--- config.mk ---
export PLATFORM = sky130hd
export DESIGN_NAME = swm_ctrl
export DESIGN_NICKNAME = d
export VERILOG_FILES = /design/src/design/swm_pkg.sv /design/src/design/swm_ctrl.sv
export SDC_FILE = /design/constraint.sdc
export NUM_CORES = 1
export LEC_CHECK = 0
export BUFFER_PORTS_ARGS = -buffer_cell sky130_fd_sc_hd__buf_4
export CORE_AREA = 2 2 39 41
export DETAILED_ROUTE_END_ITERATION = 10
export DIE_AREA = 0 0 41 43
export PLACE_DENSITY_LB_ADDON = 0.05
export SYNTH_ARGS = -nofsm -noshare
export SYNTH_HDL_FRONTEND = slang
export SYNTH_SLANG_ARGS = --single-unit
export TNS_END_PERCENT = 5
--- constraint.sdc ---
create_clock -name clk -period 2.4 [get_ports clk]
set_clock_uncertainty 0.1 [all_clocks]
set_input_delay 0.24 -clock clk [delete_from_list [all_inputs] [get_ports clk]]
set_output_delay 0.24 -clock clk [all_outputs]
set_load 0.1 [all_outputs]
--- src/design/swm_pkg.sv ---
package swm_pkg;

  localparam int WINDOW_MAX_DEF  = 64;
  localparam int SAMPLE_BITS_DEF = 32;
  localparam int SAMPLE_W        = 32;
  localparam int OUT_W           = 33;
  localparam int CFG_W           = 7;
  localparam int DATA_W          = 32;
  localparam int APB_ADDR_W      = 2;
  localparam logic [CFG_W-1:0] WINDOW_SIZE_RST = 7'd5;

  typedef enum logic [2:0] {
    S_IDLE,
    S_REMOVE,
    S_INSERT,
    S_APPEND,
    S_PICK,
    S_EMIT
  } swm_state_t;

  typedef struct packed {
    logic accept;
    logic remove;
    logic insert;
    logic append;
    logic pick;
    logic emit;
    logic finish;
  } swm_cmd_t;

  typedef struct packed {
    logic full;
    logic reaches_full;
    logic out_busy;
  } swm_status_t;

  function automatic int eff_window(input logic [CFG_W-1:0] v, input int wmax);
    int r;
    r = int'(v);
    if (r < 1) r = 1;
    if (r > wmax) r = wmax;
    return r;
  endfunction

endpackage

--- src/design/swm_ctrl.sv ---
module swm_ctrl (
  input  logic                 clk,
  input  logic                 rst,
  input  logic                 in_valid,
  output logic                 in_ready,
  input  swm_pkg::swm_status_t status,
  output swm_pkg::swm_cmd_t    cmd
);
  import swm_pkg::*;

  swm_state_t state, state_next;

  always_ff @(posedge clk) begin
    if (rst) begin
      state <= S_IDLE;
    end else begin
      state <= state_next;
    end
  end

  always_comb begin
    state_next = state;
    unique case (state)
      S_IDLE: begin
        if (in_valid) begin
          state_next = status.full ? S_REMOVE : S_APPEND;
        end
      end
      S_REMOVE: state_next = S_INSERT;
      S_INSERT: state_next = S_PICK;
      S_APPEND: state_next = status.reaches_full ? S_PICK : S_IDLE;
      S_PICK:   state_next = S_EMIT;
      S_EMIT: begin
        if (!status.out_busy) begin
          state_next = S_IDLE;
        end
      end
      default:  state_next = S_IDLE;
    endcase
  end

  always_comb begin
    cmd      = '0;
    in_ready = 1'b0;
    unique case (state)
      S_IDLE: begin
        in_ready   = 1'b1;
        cmd.accept = in_valid;
      end
      S_REMOVE: cmd.remove = 1'b1;
      S_INSERT: cmd.insert = 1'b1;
      S_APPEND: begin
        cmd.append = 1'b1;
        cmd.finish = !status.reaches_full;
      end
      S_PICK:   cmd.pick = 1'b1;
      S_EMIT: begin
        cmd.emit   = !status.out_busy;
        cmd.finish = !status.out_busy;
      end
      default: ;
    endcase
  end

endmodule

## Word level (Yosys, flattened, before mapping)

Cells that the tools add are included.

| cells by class | value |
|---|---|
| reduce and logical (&&, ||, !) cells | 4 |
| muxes and demuxes | 13 |
| equal/unequal tests | 7 |

Operators with widths:

| operator | count |
|---|---|
| $pmux 3 s6 | 1 |
| $mux 3 | 3 |
| $mux 1 | 7 |
| $eq 3x2->1 const B | 2 |
| $eq 3x3->1 const B | 2 |
| $ne 2x2->1 const B | 2 |
| $eq 3x1->1 const B | 1 |
| $logic_not 3->1 | 1 |
| $logic_not 1->1 | 2 |
| $mux 2 | 1 |
| $pmux 1 s2 | 1 |
| $reduce_and 2->1 | 1 |

| storage, ports and cells | value |
|---|---|
| word-level logic and storage cells | 25 |
| input port bits | 6 |
| register bits | 3 |
| output and inout bits | 8 |

## Longest topological paths before layout

Gate-level depths: netlist of run 1.

| logic depth | value |
|---|---|
| word-level depth | 3 |
| gate-level depth with buffers | 3 |
| mapped depth without buffers | 3 |

## Worst setup path after synthesis of run 1

OpenSTA, ideal clock, no wires.

| timing | value |
|---|---|
| path type | reg2out |
| start | reg state[2] |
| end | out cmd[6] in the netlist's numbering |
| required time | 2.060 ns |
| arrival | 3.405 ns |
| path slack | -1.345 ns |
| buffers on the path | 0 |
| cell stages (with the launch flop) | 3 |
| cell sequence | dfxtp_1 > nor3_1 > and2_1 |

RTL lines:

| item | line | source |
|---|---|---|
| start: declaration | swm_ctrl.sv:11 | `swm_state_t state, state_next;` |
| start signal: assignment | swm_ctrl.sv:17 | `state <= state_next;` |
| end: declaration | swm_ctrl.sv:7 | `output swm_pkg::swm_cmd_t cmd` |

==> results of run 1 <==
[final cells by class]
| cell class | instances | area [um2] |
|---|---|---|
| well taps | 16 | 20.0 |
| fillers | 157 | 1050 |
| clock buffers | 4 | 26.3 |
| repair buffers | 13 | 97.6 |
| inverters | 3 | 11.3 |
| multi-input cells | 19 | 118 |
| flip-flops and latches | 3 | 60.1 |
[worst max-delay path, stage by stage, from the launching register on]
cell and delay [ns]:
dfxtp_1 0.35, nand2b_1 0.21, o22a_1 0.21, nor2_1 0.09, buf_4 0.30
[worst max path at each step]
stage / from / endpoint / slack [ns] / cells after the start
global route: state[1]$_SDFFE_PP0P_ / cmd[0] / 0.56 / 4
floorplan: state[2]$_SDFFE_PP0P_ / cmd[6] / -0.44 / 2
global placement: state[1]$_SDFFE_PP0P_ / cmd[0] / 0.89 / 4
CTS: state[1]$_SDFFE_PP0P_ / cmd[0] / 0.66 / 4
detailed placement: state[2]$_SDFFE_PP0P_ / cmd[0] / 0.91 / 4
finish: state[1]$_SDFFE_PP0P_ / cmd[0] / 0.67 / 4
[cells by family after synthesis]
logic type	count (synthesis)	share of synthesized area [%]
and+or+nand+nor	14	39.9
AOI/OAI and AO/OA	5	20.3
DFF	3	33.6
buffers and inverters	3	6.29
[synth_stat cells]
master    n  area [um2]
a21oi_1   2        10.0
dfxtp_1   3        60.1
nor2b_1   1        6.26
nor3_1    3        15.0
o21ba_1   1        10.0
inv_1     2        7.51
inv_2     1        3.75
nor4_1    1        6.26
a22oi_1   1        7.51
and2_1    1        6.26
nand2b_1  3        18.8
o22a_1    1        8.76
nor2_1    5        18.8
[stage by stage]
step | hold slack, ns | util (%)
floorplan | 0.217 | -
global placement | 0.331 | 22.2
detailed placement | 0.329 | 22.2
CTS | 0.0777 | 24.1
global route | 0.0827 | 24.1
finish | 0.0844 | 24.1
[routing by layer]
| layer | GRT usage (%) | up-vias |
|---|---|---|
| met5 | 0 | - |
| met4 | 8.00 | 0 |
| met3 | 3.66 | 0 |
| met2 | 11.6 | 6 |
| met1 | 6.41 | 94 |
| li1 | - | 117 |
[power groups by stage]
stage / Clock [mW] / Sequential, mW / Combinational [mW]
after detailed placement: 0 / 0.0639 / 0.133
final: 0.0881 / 0.0632 / 0.132
after global placement: 0 / 0.0648 / 0.134
after CTS: 0.0938 / 0.0631 / 0.133
after global routing: 0.0995 / 0.0643 / 0.138
after floorplan: 0 / 0.0625 / 0.105
==> metrics, run 1 <==
clock buffer count from CTS=3; worst-case headroom to the max-slew limit=81.5%; setup repair after global routing missed its margin=false; post-CTS setup buffers=0; core box area=0.00138 mm2; Critical Path Fanout Max=6; uppermost layer routed=met3; worst hold path class=input pin to flip-flop; maximum number of pins on one net before global-route repair=8; endpoints failing hold=0; worst reg2reg path endpoint=state[2]$_SDFFE_PP0P_; Worst Hold Path EP=state[0]$_SDFFE_PP0P_; hold bufs inserted after CTS=0; post-placement worst setup slack=0.914 ns; H-tree depth=1; half-perimeter wire length after detailed placement=415 um; register ranked first by flip-flop count=state; number of search-and-repair iterations in the first detailed-routing pass=2; Psw=0.135 mW; data arrival time of the worst path=1.39 ns; setup violators final=0; critical path class=flip-flop to output port; max-cap viol count=0; via count=217; summed area of non-filler cells in the final layout=333 um2; launching element type of the critical path=flip-flop; CTS tree=done; proportion of total power due to net switching=47.5%; number of port buffers=13; number of distinct standard cells referenced by the synthesized netlist=13; global routing usage summed across all routing layers=7.62%; flip-flop and latch count after synthesis=3; Clock Tree Root=clkbuf_4; portion of the post-synthesis area used by sequential elements=33.6%; area of the mapped netlist=179 um2; Flop pwr share=22.3%; insertion delay of the later-clocked pin in the worst-skew pair=0.23 ns; Power Density=851 mW/mm2; Peak supply drop=0.206 mV; result of the run=complete, no violations; max reg flops=3; sum of internal, switching and leakage power=0.283 mW; startpoint of the tightest hold check path=rst; post-route met1 wirelength=194 um; number of cells on the worst hold path=2; final setup margin=0.670 ns; Starting Density=12.9%; clock net sink count=3; Leakage Power=0.166 nW; launch point of the worst reg-to-reg path=state[0]$_SDFFE_PP0P_; remaining design rule violation count=0; DR vias/cell=3.74; internal power contribution=0.149 mW; number of warnings issued by yosys=0; vias in the first global route=224; fraction of layout cells with a size suffix above 1=45.2%; highest-count cells in the layout ignoring fill and taps=13 x buf_4, 5 x nor2_1, 3 x nand2b_1, 3 x clkbuf_4, 3 x dfxtp_1; most common library cell in the layout ignoring fill and taps=buf_4; R2R cell count=3; antenna violation net count after detailed routing=0; number of cell rows=14; power share of the clock group=31.1%; final global-route overflow total=0; floorplan die width=41 um; Max Root-Sink Buffers=2; layout net count=49; post-synthesis net count=31; nature of the critical path endpoint=output port; Worst Path Required=2.06 ns; accumulated negative setup slack=0 ns; clock transition time at the flip-flop clock pins of the worst setup and hold paths=0.04 ns; Post-CTS Resized=0; number of cells in the design after placement=54; number of pins with negative max-slew slack in the final report=0; Ant. Diodes=0; Placed Instance Area=307 um2; routed wire length=508 um; Non-Filler Instances=58; synthesized netlist cell count=25; number of antenna violations at the first check in global routing=0; number of placed I/O pins=14; final RePlAce weighted congestion=0.597; logic gate share of total power=46.6%; growth of design area from synthesis to finish=86.0%; largest registers=state x3; worst reg2reg setup slack=1.28 ns; Detail Route met2 WL=260 um; routed length on met3=53 um; Die Y-Extent=43 um; mean instance size in the synthesized netlist=7.16 um2; final worst path period need=1.73 ns; starting DRC count in detailed routing=2; achievable clock frequency=578 MHz; final worst path period share=72.1%; transition time at the pin with the least slew margin=0.279 ns; post-DR wirelength/cell=8.76 um; wire length of the first global-routing pass=862 um; Die Outline Area=0.00176 mm2
No activity file was read; power rests on OpenSTA's default activity.
==> run 2: changes to the inputs <==
Settings changed: ABC_AREA set to 1.
Clock period 2.4 ns to 1.7 ns, I/O delays scaled along.
==> run 2 against run 1 <==
Against the previous run:
- utilization grew 4.0 points
- final cell count grew 21%
- worst setup slack lost 0.58 ns
==> metrics, run 2 <==
mean instance size in the synthesized netlist=6.22 um2 (-13%); summed area of non-filler cells in the final layout=388 um2 (+17%); Power Density=1760 mW/mm2 (+110%); clock net sink count=3 (unchanged); launch point of the worst reg-to-reg path=state[0]$_SDFFE_PP0P_; endpoints failing hold=0 (unchanged); cell-by-cell listing of the critical path=inv_1 > nand3_1 > o22ai_2 > buf_4; Clock Tree Root=clkbuf_4; Core Util, Final=28.0% (+4.0 points); adder-cell share of the synthesized area=0% (unchanged); final worst path period share=94.7%; Max Root-Sink Buffers=2 (unchanged); result of the run=complete, no violations; number of port buffers=13 (unchanged); Peak supply drop=0.521 mV (+150%); remaining design rule violation count=0 (unchanged); launching element type of the critical path=flip-flop; R2R cell count=5 (+2); biggest cell delay along the critical path=0.35 ns (about the same); worst-case headroom to the max-slew limit=82.1% (+0.55 points); max-cap viol count=0 (unchanged); highest-count cells in the layout ignoring fill and taps=13 x inv_1, 13 x buf_4, 4 x nand3_1; Worst Hold Path EP=state[2]$_SDFFE_PP0P_; insertion delay of the later-clocked pin in the worst-skew pair=0.23 ns (about the same); dominant delay contributor by cell family on the critical path=buffers and inverters; maximum number of pins on one net before global-route repair=8 (unchanged); wire length of the first global-routing pass=910 um (+5.6%); worst reg2reg setup slack=0.58 ns (-0.70 ns); Synth async-reset ratio=0% (unchanged); cell type with the largest total area after synthesis=dfxtp_1; Critical Path Fanout Max=6 (unchanged); number of cells on the worst hold path=2 (unchanged); clock transition time at the flip-flop clock pins of the worst setup and hold paths=0.04 ns (about the same); combinational family with the most area after synthesis=simple AND/OR/NAND/NOR gates; hold bufs inserted after CTS=0 (unchanged); H-tree depth=1 (unchanged); number of cell rows=14 (unchanged); area of the mapped netlist=230 um2 (+29%); area fraction of the dominant cell type after synthesis=26.1% (-7.5 points); Die Y-Extent=43 um (unchanged); layout net count=61 (+24%); worst hold path class=input pin to flip-flop; main area contributors after synthesis=dfxtp_1 26%, inv_1 21%, nand3_1 8.7%, nor2_1 6.5%, nand4_2 5.4%; EDFF count, synth=0 (unchanged); achievable clock frequency=621 MHz; Placed Instance Area=362 um2 (+18%); worst reg2reg path endpoint=state[2]$_SDFFE_PP0P_; Worst Path Required=1.43 ns (-0.63 ns); share of the synthesized netlist area taken by xor and xnor gates=0% (unchanged); half-perimeter wire length after detailed placement=489 um (+18%); flip-flop and latch count after synthesis=3 (unchanged); final RePlAce weighted congestion=0.658 (+10%); number of antenna violations at the first check in global routing=0 (unchanged); final worst path period need=1.61 ns; via count=264 (+22%); core box area=0.00138 mm2 (unchanged); Post-CTS Resized=0 (unchanged); number of placed I/O pins=14 (unchanged); clock buffer count from CTS=3 (unchanged); post-DR wirelength/cell=8.20 um (-6.4%); CTS tree=done; number of warnings issued by yosys=0 (unchanged); critical path class=flip-flop to output port; setup violators final=0 (unchanged); Critical-path top delay cell=dfxtp_1; post-CTS setup buffers=0 (unchanged); routed wire length=574 um (+13%); Die Outline Area=0.00176 mm2 (unchanged); starting DRC count in detailed routing=3 (+1); leading post-synthesis cells by instance count=13 x inv_1, 4 x nand3_1, 4 x nor2_1; area fraction in and, or, nand and nor cells after synthesis=44.6% (+4.7 points); FILL cells=160 (+1.9%); CP startpoint=state[2]$_SDFFE_PP0P_; share of cell area taken by muxes after synthesis=0% (unchanged); Leakage Power=0.243 nW (+46%); setup repair after global routing missed its margin=false; number of distinct standard cells referenced by the synthesized netlist=15 (+2); number of buffer and inverter stages on the critical path=2 (+1); largest registers=state x3; max reg flops=3 (unchanged); number of pins with negative max-slew slack in the final report=0 (unchanged); post-synthesis net count=43 (+39%); transition time at the pin with the least slew margin=0.268 ns (-0.0110 ns); Main synth FF type=dfxtp_1; number of search-and-repair iterations in the first detailed-routing pass=2 (unchanged); vias in the first global route=253 (+13%); growth of design area from synthesis to finish=68.5%; cell with the most instances after synthesis=inv_1; global routing usage summed across all routing layers=7.61% (-0.015 points); compound-gate portion of the synthesized area=8.15% (-12 points); final global-route overflow total=0 (unchanged); DR vias/cell=3.77 (+0.80%); Starting Density=16.6% (+3.7 points); data arrival time of the worst path=1.34 ns (-0.05 ns); register ranked first by flip-flop count=state; portion of the post-synthesis area used by sequential elements=26.1% (-7.5 points); startpoint of the tightest hold check path=rst; fraction of layout cells with a size suffix above 1=44.4% (-0.79 points); Ant. Diodes=0 (unchanged); antenna violation net count after detailed routing=0 (unchanged); synthesized netlist cell count=37 (+48%); floorplan die width=41 um (unchanged); nature of the critical path endpoint=output port
run 2: changes by cell type in the layout (fill, tap and decap cells not counted), moves of 2 or more:
cell	previous run	this run
nand2b_1	3	0
nor2_2	0	2
a21oi_1	2	0
nand3_1	0	4
nand2_1	0	3
nor2_1	5	3
inv_1	2	13
run 2: cell type report:
type / count / area (um2) / share of cell area, %
sequential: 3 / 60.1 / 15.5
multi-input combinational: 21 / 135 / 34.8
clock buffer: 4 / 26.3 / 6.77
timing repair buffer: 13 / 97.6 / 25.2
tap: 16 / 20.0 / 5.16
inverter: 13 / 48.8 / 12.6
run 2: cell families (layout without fill, tap and decap cells):
logic type,count (synthesis),count (layout)
buffers and inverters,13,30
DFF,3,3
and+or+nand+nor,18,18
AOI/OAI and AO/OA,3,3
run 2: stage by stage:
step	cells	TNS, ns	total power [mW]	hold WS, ns	setup slack (ns)
floorplan	37	-0.643	0.476	0.140	-0.387
global placement	66	0	0.568	0.258	0.341
detailed placement	66	0	0.565	0.261	0.325
CTS	70	0	0.696	0.00804	0.0686
global route	70	0	0.720	0.0147	0.0106
finish	70	0	0.684	0.0166	0.0894
run 2: worst max-delay path by stage:
stage / endpoint / slack (ns) / cells past startpoint
floorplan: cmd[1] / -0.39 / 2
global placement: cmd[0] / 0.34 / 4
detailed placement: cmd[0] / 0.33 / 4
CTS: cmd[0] / 0.07 / 4
global route: cmd[0] / 0.01 / 4
finish: cmd[0] / 0.09 / 4
run 2: layer usage:
metal,part of all wire (%),GRT usage [%],vias up
met2,50,11.3,6
met3,5.7,1.57,0
li1,-,-,148
met4,0,6.00,0
met5,0,0,-
met1,44,8.92,110
run 2: worst reg2reg max path: cells and delay by family (launching register included):
kind / cells / cell delay, ns
simple gates: 4 / 0.34
flops: 1 / 0.46
buf+inv: 1 / 0.11
run 2: where the power goes:
group / switching (mW) / internal, mW / leakage, nW / total (mW)
Sequential: 0.0292 / 0.0867 / 0.0248 / 0.116
Combinational: 0.353 / 0.0926 / 0.203 / 0.445
Clock: 0.0352 / 0.0878 / 0.0150 / 0.123
